### src/sv/rolling_average_crc_frame_builder_defines.svh
// Assertion macros for the rolling average CRC frame builder.
// Included by files that carry concurrent assertions; needs nothing else.
`ifndef ROLLING_AVERAGE_CRC_FRAME_BUILDER_DEFINES_SVH
`define ROLLING_AVERAGE_CRC_FRAME_BUILDER_DEFINES_SVH

// Same-cycle implication, disabled while reset is asserted.
`define RACFB_ASSERT_IMPL(label, clk, rst_n, ante, cons) \
  label: assert property (@(posedge clk) disable iff (!rst_n) (ante) |-> (cons)) \
    else $error("racfb assertion failed");

// Next-cycle implication, disabled while reset is asserted.
`define RACFB_ASSERT_NEXT(label, clk, rst_n, ante, cons) \
  label: assert property (@(posedge clk) disable iff (!rst_n) (ante) |=> (cons)) \
    else $error("racfb assertion failed");

`endif

### src/sv/racfb_pkg.sv
`timescale 1ns / 1ps
// Shared constants, types and functions of the rolling average CRC frame builder.
// No dependencies; used by the interfaces and the top level.
package racfb_pkg;

  localparam int HISTORY_DEPTH = 32;
  localparam int ADDR_W        = $clog2(HISTORY_DEPTH);
  localparam int CNT_W         = $clog2(HISTORY_DEPTH + 1);
  localparam int PRES_W        = 24;
  localparam int TEMP_W        = 16;
  localparam int PSUM_W        = PRES_W + ADDR_W;
  localparam int TSUM_W        = TEMP_W + ADDR_W;
  localparam int DIV_CNT_W     = $clog2(PSUM_W);
  localparam int HIST_W        = PRES_W + TEMP_W;

  localparam int CFG_IDX_W  = 1;
  localparam int CFG_DATA_W = 2;

  // Configuration register indexes
  localparam logic [CFG_IDX_W-1:0] CFG_AVG_EN  = 1'b0;
  localparam logic [CFG_IDX_W-1:0] CFG_WIN_SEL = 1'b1;

  // Window select codes
  localparam logic [1:0] WSEL_8  = 2'd0;
  localparam logic [1:0] WSEL_16 = 2'd1;
  localparam logic [1:0] WSEL_32 = 2'd2;

  localparam logic [15:0] CRC_INIT = 16'hFFFF;
  localparam logic [15:0] CRC_POLY = 16'hA001;
  localparam logic [7:0]  PAD_BYTE = 8'h00;

  localparam logic [2:0] CRC_LAST_IDX  = 3'd5;
  localparam logic [2:0] FRAME_LAST_IDX = 3'd7;

  typedef enum logic [2:0] {
    ST_IDLE,
    ST_SUM,
    ST_DIV_P,
    ST_DIV_T,
    ST_CRC,
    ST_OUT
  } racfb_state_t;

  function automatic logic [CNT_W-1:0] window_size(input logic [1:0] sel);
    logic [CNT_W-1:0] n;
    case (sel)
      WSEL_8:  n = CNT_W'(8);
      WSEL_32: n = CNT_W'(32);
      default: n = CNT_W'(16);
    endcase
    return n;
  endfunction

  function automatic logic [15:0] crc16_byte(input logic [15:0] crc, input logic [7:0] b);
    logic [15:0] c;
    c = crc ^ {8'h00, b};
    for (int i = 0; i < 8; i++) begin
      c = c[0] ? ((c >> 1) ^ CRC_POLY) : (c >> 1);
    end
    return c;
  endfunction

  function automatic logic [7:0] frame_byte_at(input logic [PRES_W-1:0] p,
                                               input logic [TEMP_W-1:0] t,
                                               input logic [15:0] crc,
                                               input logic [2:0] idx);
    logic [7:0] b;
    case (idx)
      3'd0:    b = p[7:0];
      3'd1:    b = p[15:8];
      3'd2:    b = p[23:16];
      3'd3:    b = PAD_BYTE;
      3'd4:    b = t[7:0];
      3'd5:    b = t[15:8];
      3'd6:    b = crc[7:0];
      default: b = crc[15:8];
    endcase
    return b;
  endfunction

endpackage

### src/sv/racfb_ifs.sv
`timescale 1ns / 1ps
// Valid/ready channel interfaces for sample items and frame byte items.
// Depends on racfb_pkg for field widths.
interface racfb_in_if import racfb_pkg::*; ();
  logic                     valid;
  logic                     ready;
  logic                     sample_present;
  logic                     fresh_sample;
  logic [PRES_W-1:0]        pressure;
  logic signed [TEMP_W-1:0] temperature;
  logic                     temperature_ok;

  modport source (output valid, sample_present, fresh_sample, pressure, temperature,
                  temperature_ok, input ready);
  modport sink   (input valid, sample_present, fresh_sample, pressure, temperature,
                  temperature_ok, output ready);
endinterface

interface racfb_out_if ();
  logic       valid;
  logic       ready;
  logic [7:0] frame_byte;
  logic [2:0] byte_index;
  logic       last_byte;

  modport source (output valid, frame_byte, byte_index, last_byte, input ready);
  modport sink   (input valid, frame_byte, byte_index, last_byte, output ready);
endinterface

### src/sv/racfb_ram.sv
`timescale 1ns / 1ps
// Generic simple dual-port RAM: one write port, one registered read port.
// No dependencies.
module racfb_ram #(
  parameter int WIDTH = 8,
  parameter int DEPTH = 32
) (
  input  logic                     clk,
  input  logic                     we,
  input  logic [$clog2(DEPTH)-1:0] waddr,
  input  logic [WIDTH-1:0]         wdata,
  input  logic [$clog2(DEPTH)-1:0] raddr,
  output logic [WIDTH-1:0]         rdata
);

  logic [WIDTH-1:0] mem [DEPTH];

  always_ff @(posedge clk) begin
    if (we) begin
      mem[waddr] <= wdata;
    end
    rdata <= mem[raddr];
  end

endmodule

### src/sv/rolling_average_crc_frame_builder.sv
`timescale 1ns / 1ps
// Rolling average pressure/temperature frame builder with CRC-16/MODBUS.
// Depends on racfb_pkg, racfb_ifs, racfb_ram and the assertion macro header.
//
// Usage:
//   in_ch carries one sampling period per item (valid/ready). An item with
//   sample_present low is dropped in its accept cycle and nothing is emitted.
//   A present item becomes eight out_ch items, bytes 0..7 of the frame, with
//   last_byte on the CRC high byte. cfg_we/cfg_index/cfg_wdata write the
//   averaging enable (index 0) and window select (index 1) while idle.
//   Timing: one item at a time; in_ch.ready is high only when idle. Without
//   averaging, 6 CRC byte steps run before the first byte shows.
//   With averaging over n entries, the history is read newest first and summed
//   through the registered RAM read port, then one shared restoring divider
//   divides pressure and then temperature by n before the CRC steps. Each
//   byte is held until taken, so a present item occupies the block until all
//   eight bytes are taken.
//   Reset clears the write pointer, fill count, registers and sequencer; the
//   history RAM is not cleared and holds nothing meaningful until written.
//   A stalled receiver holds the current byte; nothing is lost or repeated.
`include "rolling_average_crc_frame_builder_defines.svh"

module rolling_average_crc_frame_builder import racfb_pkg::*; (
  input  logic                  clk,
  input  logic                  rst_n,
  racfb_in_if.sink              in_ch,
  racfb_out_if.source           out_ch,
  input  logic                  cfg_we,
  input  logic [CFG_IDX_W-1:0]  cfg_index,
  input  logic [CFG_DATA_W-1:0] cfg_wdata
);

  racfb_state_t state_r, state_nxt;

  logic                     avg_en_r;
  logic [1:0]               win_sel_r;
  logic [ADDR_W-1:0]        wp_r, wp_nxt;
  logic [CNT_W-1:0]         fill_r, fill_nxt;
  logic [ADDR_W-1:0]        rd_ptr_r, rd_ptr_nxt;
  logic [CNT_W-1:0]         n_r, n_nxt;
  logic [CNT_W-1:0]         k_r, k_nxt;
  logic                     acc_vld_r, acc_vld_nxt;
  logic [DIV_CNT_W-1:0]     div_cnt_r, div_cnt_nxt;
  logic [2:0]               cnt_r, cnt_nxt;

  logic [PRES_W-1:0]        p_r, p_nxt;
  logic [TEMP_W-1:0]        t_r, t_nxt;
  logic [15:0]              crc_r, crc_nxt;
  logic [PSUM_W-1:0]        psum_r, psum_nxt;
  logic signed [TSUM_W-1:0] tsum_r, tsum_nxt;
  logic [PSUM_W-1:0]        dq_r, dq_nxt;
  logic [CNT_W-1:0]         rem_r, rem_nxt;

  logic                     accept_present;
  logic                     hist_we;
  logic [TEMP_W-1:0]        t_in;
  logic [HIST_W-1:0]        rd_data;
  logic [ADDR_W-1:0]        wp_inc;
  logic [ADDR_W-1:0]        wp_after;
  logic [CNT_W-1:0]         fill_after;
  logic [CNT_W-1:0]         win_n;
  logic [CNT_W:0]           trial;
  logic                     trial_ge;
  logic [TSUM_W-1:0]        tmag;
  logic [TEMP_W-1:0]        tq;
  logic [7:0]               cur_byte;

  // Configuration registers
  always_ff @(posedge clk) begin
    if (!rst_n) begin
      avg_en_r  <= 1'b0;
      win_sel_r <= WSEL_16;
    end else if (cfg_we) begin
      unique case (cfg_index)
        CFG_AVG_EN:  avg_en_r  <= cfg_wdata[0];
        CFG_WIN_SEL: win_sel_r <= cfg_wdata[1:0];
        default: ;
      endcase
    end
  end

  assign in_ch.ready    = (state_r == ST_IDLE);
  assign accept_present = in_ch.valid && in_ch.ready && in_ch.sample_present;
  assign hist_we        = accept_present && in_ch.fresh_sample;
  assign t_in           = in_ch.temperature_ok ? in_ch.temperature : '0;

  assign wp_inc     = (wp_r == ADDR_W'(HISTORY_DEPTH - 1)) ? '0 : wp_r + 1'b1;
  assign wp_after   = in_ch.fresh_sample ? wp_inc : wp_r;
  assign fill_after = (in_ch.fresh_sample && fill_r != CNT_W'(HISTORY_DEPTH))
                      ? fill_r + 1'b1 : fill_r;
  assign win_n      = window_size(win_sel_r);

  racfb_ram #(
    .WIDTH (HIST_W),
    .DEPTH (HISTORY_DEPTH)
  ) u_hist_ram (
    .clk   (clk),
    .we    (hist_we),
    .waddr (wp_r),
    .wdata ({in_ch.pressure, t_in}),
    .raddr (rd_ptr_r),
    .rdata (rd_data)
  );

  // Shared restoring divider step: one quotient bit per cycle
  assign trial    = {rem_r, dq_r[PSUM_W-1]};
  assign trial_ge = trial >= {1'b0, n_r};
  assign tmag     = tsum_r[TSUM_W-1] ? TSUM_W'(-tsum_r) : TSUM_W'(tsum_r);
  assign tq       = tsum_r[TSUM_W-1] ? TEMP_W'(-{dq_r[TEMP_W-2:0], trial_ge})
                                     : {dq_r[TEMP_W-2:0], trial_ge};

  assign cur_byte = frame_byte_at(p_r, t_r, crc_r, cnt_r);

  assign out_ch.valid      = (state_r == ST_OUT);
  assign out_ch.frame_byte = cur_byte;
  assign out_ch.byte_index = cnt_r;
  assign out_ch.last_byte  = (cnt_r == FRAME_LAST_IDX);

  always_comb begin
    state_nxt   = state_r;
    wp_nxt      = wp_r;
    fill_nxt    = fill_r;
    rd_ptr_nxt  = rd_ptr_r;
    n_nxt       = n_r;
    k_nxt       = k_r;
    acc_vld_nxt = 1'b0;
    div_cnt_nxt = div_cnt_r;
    cnt_nxt     = cnt_r;
    p_nxt       = p_r;
    t_nxt       = t_r;
    crc_nxt     = crc_r;
    psum_nxt    = psum_r;
    tsum_nxt    = tsum_r;
    dq_nxt      = {dq_r[PSUM_W-2:0], trial_ge};
    rem_nxt     = trial_ge ? CNT_W'(trial - {1'b0, n_r}) : trial[CNT_W-1:0];

    unique case (state_r)
      ST_IDLE: begin
        if (accept_present) begin
          p_nxt    = in_ch.pressure;
          t_nxt    = t_in;
          wp_nxt   = wp_after;
          fill_nxt = fill_after;
          if (avg_en_r) begin
            // Clamp the window to the fill count, but read at least one entry
            if (win_n > fill_after) begin
              n_nxt = fill_after;
            end else begin
              n_nxt = win_n;
            end
            if (n_nxt == '0) begin
              n_nxt = CNT_W'(1);
            end
            rd_ptr_nxt = (wp_after == '0) ? ADDR_W'(HISTORY_DEPTH - 1) : wp_after - 1'b1;
            k_nxt      = '0;
            psum_nxt   = '0;
            tsum_nxt   = '0;
            state_nxt  = ST_SUM;
          end else begin
            crc_nxt   = CRC_INIT;
            cnt_nxt   = '0;
            state_nxt = ST_CRC;
          end
        end
      end

      ST_SUM: begin
        // Issue one read per cycle, newest first; accumulate in the next cycle
        if (k_r != n_r) begin
          rd_ptr_nxt  = (rd_ptr_r == '0) ? ADDR_W'(HISTORY_DEPTH - 1) : rd_ptr_r - 1'b1;
          k_nxt       = k_r + 1'b1;
          acc_vld_nxt = 1'b1;
        end
        if (acc_vld_r) begin
          psum_nxt = psum_r + PSUM_W'(rd_data[HIST_W-1:TEMP_W]);
          tsum_nxt = tsum_r + {{ADDR_W{rd_data[TEMP_W-1]}}, rd_data[TEMP_W-1:0]};
        end
        if (k_r == n_r && acc_vld_r) begin
          dq_nxt      = psum_nxt;
          rem_nxt     = '0;
          div_cnt_nxt = DIV_CNT_W'(PSUM_W - 1);
          state_nxt   = ST_DIV_P;
        end
      end

      ST_DIV_P: begin
        div_cnt_nxt = div_cnt_r - 1'b1;
        if (div_cnt_r == '0) begin
          p_nxt       = dq_nxt[PRES_W-1:0];
          dq_nxt      = PSUM_W'(tmag);
          rem_nxt     = '0;
          div_cnt_nxt = DIV_CNT_W'(PSUM_W - 1);
          state_nxt   = ST_DIV_T;
        end
      end

      ST_DIV_T: begin
        div_cnt_nxt = div_cnt_r - 1'b1;
        if (div_cnt_r == '0) begin
          // Truncate toward zero: divide the magnitude, then restore the sign
          t_nxt     = tq;
          crc_nxt   = CRC_INIT;
          cnt_nxt   = '0;
          state_nxt = ST_CRC;
        end
      end

      ST_CRC: begin
        crc_nxt = crc16_byte(crc_r, cur_byte);
        cnt_nxt = cnt_r + 1'b1;
        if (cnt_r == CRC_LAST_IDX) begin
          cnt_nxt   = '0;
          state_nxt = ST_OUT;
        end
      end

      ST_OUT: begin
        if (out_ch.ready) begin
          cnt_nxt = cnt_r + 1'b1;
          if (cnt_r == FRAME_LAST_IDX) begin
            state_nxt = ST_IDLE;
          end
        end
      end

      default: state_nxt = ST_IDLE;
    endcase
  end

  always_ff @(posedge clk) begin
    if (!rst_n) begin
      state_r   <= ST_IDLE;
      wp_r      <= '0;
      fill_r    <= '0;
      rd_ptr_r  <= '0;
      n_r       <= CNT_W'(1);
      k_r       <= '0;
      acc_vld_r <= 1'b0;
      div_cnt_r <= '0;
      cnt_r     <= '0;
    end else begin
      state_r   <= state_nxt;
      wp_r      <= wp_nxt;
      fill_r    <= fill_nxt;
      rd_ptr_r  <= rd_ptr_nxt;
      n_r       <= n_nxt;
      k_r       <= k_nxt;
      acc_vld_r <= acc_vld_nxt;
      div_cnt_r <= div_cnt_nxt;
      cnt_r     <= cnt_nxt;
    end
  end

  always_ff @(posedge clk) begin
    p_r    <= p_nxt;
    t_r    <= t_nxt;
    crc_r  <= crc_nxt;
    psum_r <= psum_nxt;
    tsum_r <= tsum_nxt;
    dq_r   <= dq_nxt;
    rem_r  <= rem_nxt;
  end

  `RACFB_ASSERT_IMPL(a_no_overlap, clk, rst_n, out_ch.valid, !in_ch.ready)
  `RACFB_ASSERT_IMPL(a_fill_bound, clk, rst_n, 1'b1, fill_r <= CNT_W'(HISTORY_DEPTH))
  `RACFB_ASSERT_NEXT(a_busy_after_accept, clk, rst_n, accept_present, !in_ch.ready)
  `RACFB_ASSERT_IMPL(a_window_range, clk, rst_n, state_r == ST_SUM,
                     n_r != '0 && n_r <= CNT_W'(HISTORY_DEPTH) && k_r <= n_r)

endmodule

### src/flat_wrapper.sv
// flat-port wrapper written by rule: the top's interface ports become plain ports
module rolling_average_crc_frame_builder_flat import racfb_pkg::*;
  (clk, rst_n, cfg_we, cfg_index, cfg_wdata, in_ch_valid, in_ch_sample_present, in_ch_fresh_sample, in_ch_pressure, in_ch_temperature, in_ch_temperature_ok, in_ch_ready, out_ch_valid, out_ch_frame_byte, out_ch_byte_index, out_ch_last_byte, out_ch_ready);
  racfb_in_if in_ch_i ();
  racfb_out_if out_ch_i ();
  input  logic clk;
  input  logic rst_n;
  input  logic cfg_we;
  input  logic [CFG_IDX_W-1:0] cfg_index;
  input  logic [CFG_DATA_W-1:0] cfg_wdata;
  input wire logic [$bits(in_ch_i.valid)-1:0] in_ch_valid;
  input wire logic [$bits(in_ch_i.sample_present)-1:0] in_ch_sample_present;
  input wire logic [$bits(in_ch_i.fresh_sample)-1:0] in_ch_fresh_sample;
  input wire logic [$bits(in_ch_i.pressure)-1:0] in_ch_pressure;
  input wire logic [$bits(in_ch_i.temperature)-1:0] in_ch_temperature;
  input wire logic [$bits(in_ch_i.temperature_ok)-1:0] in_ch_temperature_ok;
  output wire logic [$bits(in_ch_i.ready)-1:0] in_ch_ready;
  output wire logic [$bits(out_ch_i.valid)-1:0] out_ch_valid;
  output wire logic [$bits(out_ch_i.frame_byte)-1:0] out_ch_frame_byte;
  output wire logic [$bits(out_ch_i.byte_index)-1:0] out_ch_byte_index;
  output wire logic [$bits(out_ch_i.last_byte)-1:0] out_ch_last_byte;
  input wire logic [$bits(out_ch_i.ready)-1:0] out_ch_ready;
  assign in_ch_i.valid = in_ch_valid;
  assign in_ch_i.sample_present = in_ch_sample_present;
  assign in_ch_i.fresh_sample = in_ch_fresh_sample;
  assign in_ch_i.pressure = in_ch_pressure;
  assign in_ch_i.temperature = in_ch_temperature;
  assign in_ch_i.temperature_ok = in_ch_temperature_ok;
  assign in_ch_ready = in_ch_i.ready;
  assign out_ch_valid = out_ch_i.valid;
  assign out_ch_frame_byte = out_ch_i.frame_byte;
  assign out_ch_byte_index = out_ch_i.byte_index;
  assign out_ch_last_byte = out_ch_i.last_byte;
  assign out_ch_i.ready = out_ch_ready;
  rolling_average_crc_frame_builder u_core (.clk(clk), .rst_n(rst_n), .in_ch(in_ch_i), .out_ch(out_ch_i), .cfg_we(cfg_we), .cfg_index(cfg_index), .cfg_wdata(cfg_wdata));
endmodule
### config.mk
export PLATFORM = sky130hd
export DESIGN_NAME = rolling_average_crc_frame_builder_flat
export DESIGN_NICKNAME = d
export VERILOG_FILES = /design/src/sv/racfb_pkg.sv /design/src/sv/racfb_ifs.sv /design/src/sv/racfb_ram.sv /design/src/sv/rolling_average_crc_frame_builder.sv /design/src/flat_wrapper.sv
export VERILOG_INCLUDE_DIRS = /design/src /design/src/sv
export SDC_FILE = /design/constraint.sdc
export NUM_CORES = 2
export LEC_CHECK = 0
export BUFFER_PORTS_ARGS = -buffer_cell sky130_fd_sc_hd__buf_2
export CAP_MARGIN = 30
export CORE_ASPECT_RATIO = 2
export CORE_MARGIN = 3
export CORE_UTILIZATION = 30
export CTS_CLUSTER_DIAMETER = 40
export DETAILED_ROUTE_END_ITERATION = 7
export HOLD_SLACK_MARGIN = 0.15
export SYNTH_ARGS = -nofsm -noshare
export SYNTH_HDL_FRONTEND = slang
export SYNTH_HIERARCHICAL = 1
export SYNTH_SLANG_ARGS = --single-unit
### constraint.sdc
create_clock -name clk -period 4.95 [get_ports clk]
set_input_delay 0.2475 -clock clk [delete_from_list [all_inputs] [get_ports clk]]
set_output_delay 0.2475 -clock clk [all_outputs]
set_load 0.01 [all_outputs]
==> impl_metrics.yaml <==
critical_path:
  cp_slowest_stage_delay_ns: 0.69
  crit_path_top_delay_cell: "nor2_4"
  cpMostUsedCell: "buf_4"
  timing.rr.end: "u_core/u_hist_ram/mem[2][19]"
  worstPathCellList: "buf_4 -> nor3_1 -> and3_1 -> dlygate4sd3_1 -> buf_4 -> and2_1 -> nand3b_1 -> nor2_4 -> buf_12"
  cp.buffers_inverters: 4
  r2r_slack_ns: 0.73
  rr_startpoint: "u_core/state_r[0]"
  rr_worst_depth: 9
  path_max_fanout: 21
  worst_ep_required_time_ns: 5.40
  path_class: "register to register"
  critPathLaunchType: "register"
  cp-end-kind: "register"
  cp.arrival_ns: 4.67
  crit_family: "simple AND/OR/NAND/NOR gates"
cells_and_area:
  drive_gt1_share_pct: 11.4
  instances_no_fill: 7110
  utilization_pct: 34.7
  syn_to_final_growth_pct: 14.8
  fin_nets: 4394
global_routing:
  grt-ovfl-total: 0
  grt_pass1_vias: 36600
  antenna_found_initial: 11
  grt_pass1_wl_um: 249000
  track_usage_pct: 15.7
  grt_max_degree: 81
clock_tree:
  cts_tree: "yes"
  cts_htree_levels: 4
  cts-resized-gates: 0
  clock_path_buffers: 4
  hold_buffers: 47
  clk_pin_slew_worst_paths_ns: 0.07
  cts_root_buf: "clkbuf_16"
  post_cts_buffers: 0
  clock_latency_ns: 0.82
  cts_buffers: 140
  cts_num_sinks: 1504
timing:
  fmax_mhz: 237
  worst_slew_margin_rel_pct: 28.2
  tightest_slew_ns: 1.08
  rsz0062_at_grt: "no"
  setup-tns-final_ns: 0
  setup_viol: 0
  fin_worst_skew_ns: 0.0803
  period_minus_slack_ns: 4.22
  drv_slew: 0
  final.period_utilization_pct: 85.2
  finalHoldViolCount: 0
yosys:
  post-synth-top-area-fraction_pct: 66.6
  async_reset_ff_share_pct: 0
  synthesis.nets: 4212
  synthMostInstantiatedCell: "edfxtp_1"
  yosys_register_bits: 1504
  syn_area_um2: 62500
  syn_area_per_cell_um2: 15.3
  synth_top_area_cell: "edfxtp_1"
  synth_edf_count: 1386
  ys_warn_count: 6
  ys_types: 72
  synth_top_cells_by_count: "edfxtp_1 (1386), mux2i_1 (678), nand2_1 (251)"
  seq_area_frac_synth_pct: 70.3
  netlist_top_cells_area: "edfxtp_1 (67%), mux2i_1 (11%), dfxtp_1 (3.8%), a22oi_1 (1.5%), nand2_1 (1.5%)"
  synthFlopType: "edfxtp_1"
  synthCells: 4089
min_path:
  hold_depth: 3
  min_from: "in_ch_temperature_ok"
  hold_class: "primary input to register"
  whs_endpoint: "u_core/u_hist_ram/mem[2][7]"
route:
  wire_per_inst_um: 24.1
  drt-initial-drc-count: 2458
  drt_first_pass_iters: 5
  viasPerCell: 5.02
  ant_nets: 0
  drc_errors: 0
  drt_wl_total_um: 171000
  vias: 35700
floorplan:
  num_rows: 236
  die_w_um: 329
  initial_core_util_pct: 30.2
  die_area_um2: 214000
  ios: 65
  fp.dieH_um: 652
  core_um2: 207000
pwr:
  p_leak_nw: 22.6
  p_total_mw: 36.4
  ir_drop_v: 0.000458
  power_density_nw_per_um2: 508
placement:
  dp_cells: 6818
  place_hpwl_um: 110000
  io_buffer_count: 64
  gp_routability_congestion: 0.873
run_status:
  outcome: "completed"
flow_run:
  drv_cap: 0
-- sequential cells by signal, summed over array words and instances (netlist names), 16 cells and up --
register	flops
u_core/crc_r	16
u_core/dq_r	29
u_core/p_r	24
u_core/tsum_r	21
u_core/u_hist_ram/mem	1280
u_core/u_hist_ram/rdata	40
u_core/psum_r	29
u_core/t_r	16
-- where the power goes --
part / total [mW] / switching, mW / leakage (nW) / internal (mW)
sequential: 15.3 / 0.587 / 13.5 / 14.7
clock: 10.6 / 4.72 / 2.16 / 5.88
combinational: 10.6 / 6.51 / 6.91 / 4.06
total: 36.4 / 11.8 / 22.6 / 24.6
-- area by class of cell --
class / count / area [um^2]
Timing Repair Buffer: 253 / 2310
Antenna cell: 3 / 7.51
Multi-Input combinational cell: 2329 / 17500
Inverter: 43 / 161
Clock buffer: 174 / 3810
Sequential cell: 1504 / 44000
Clock inverter: 67 / 583
Tap cell: 2737 / 3420
Fill cell: 19600 / 135000
-- layout by cell type (no fill, tap or decap), drive strengths merged, types with 7 or more instances in the layout --
cell and instances:
mux2 33, ha 69, a22o 80, nor2b 22
o21a 10, nor4 8, o31ai 13, nor2 146
a211oi 11, clkinv 44, a21boi 10, and2 34
nand3b 7, clkbuf 174, xnor2 58, nand2b 24
nand3 154, a222oi 13, nand4 16, a31oi 48
a21oi 170, a221o 10, nand2 251, dlygate4sd3 47
buf 206, edfxtp 1386, a21o 21, o21ai 90
or3 21, a22oi 127, and3 11, dfxtp 118
xor2 56, mux2i 678, nor3 62, bufinv 7
inv 57
-- logic make-up (layout without fill, tap and decap cells) --
kind of cell,count (synthesis),after routing,synth area share (%)
AND/OR/NAND/NOR,776,776,5.81
buffers and inverters,256,537,2.12
adder cells (fa/ha/maj),72,72,1.48
other,0,3,0
multiplexers,711,711,11.4
AO/OA/AOI/OAI,654,654,7.09
flip-flops,1504,1504,70.3
XOR/XNOR,116,116,1.71
-- metrics by stage --
step	area, um^2	hold slack [ns]	worst slack, ns
after floorplan	62500	0.346	0.833
after global placement	66800	0.427	1.06
after detailed placement	66900	0.450	1.14
after CTS	71800	0.158	0.669
after global routing	71800	0.195	0.523
final	71800	0.187	0.732
-- layer usage --
metal / up-vias / GRT usage, % / share of wire [%]
met3: 342 / 1.52 / 3.5
met4: 4 / 7.49 / 5.0
met2: 901 / 30.5 / 56
met5: - / 0 / 0.016
li1: 16200 / - / -
met1: 18300 / 16.6 / 36
-- worst max-delay path by stage --
stage | cells after the start | startpoint | to | slack [ns]
after floorplan | 7 | u_core/state_r[2] | u_core/u_hist_ram/mem[28][0] | 0.83
after global routing | 9 | u_core/state_r[0] | u_core/u_hist_ram/mem[2][17] | 0.52
final | 9 | u_core/state_r[0] | u_core/u_hist_ram/mem[2][19] | 0.73
after detailed placement | 10 | u_core/psum_r[1] | u_core/dq_r[23] | 1.14
after CTS | 9 | u_core/state_r[0] | u_core/u_hist_ram/mem[2][17] | 0.67
after global placement | 15 | u_core/n_r[1] | u_core/t_r[14] | 1.06
-- worst min-delay path: cells and delay by family --
kind          cells  cell delay [ns]
buf+inv           2             0.39
simple gates      1             0.15
Power figures use the tool's default switching activity.
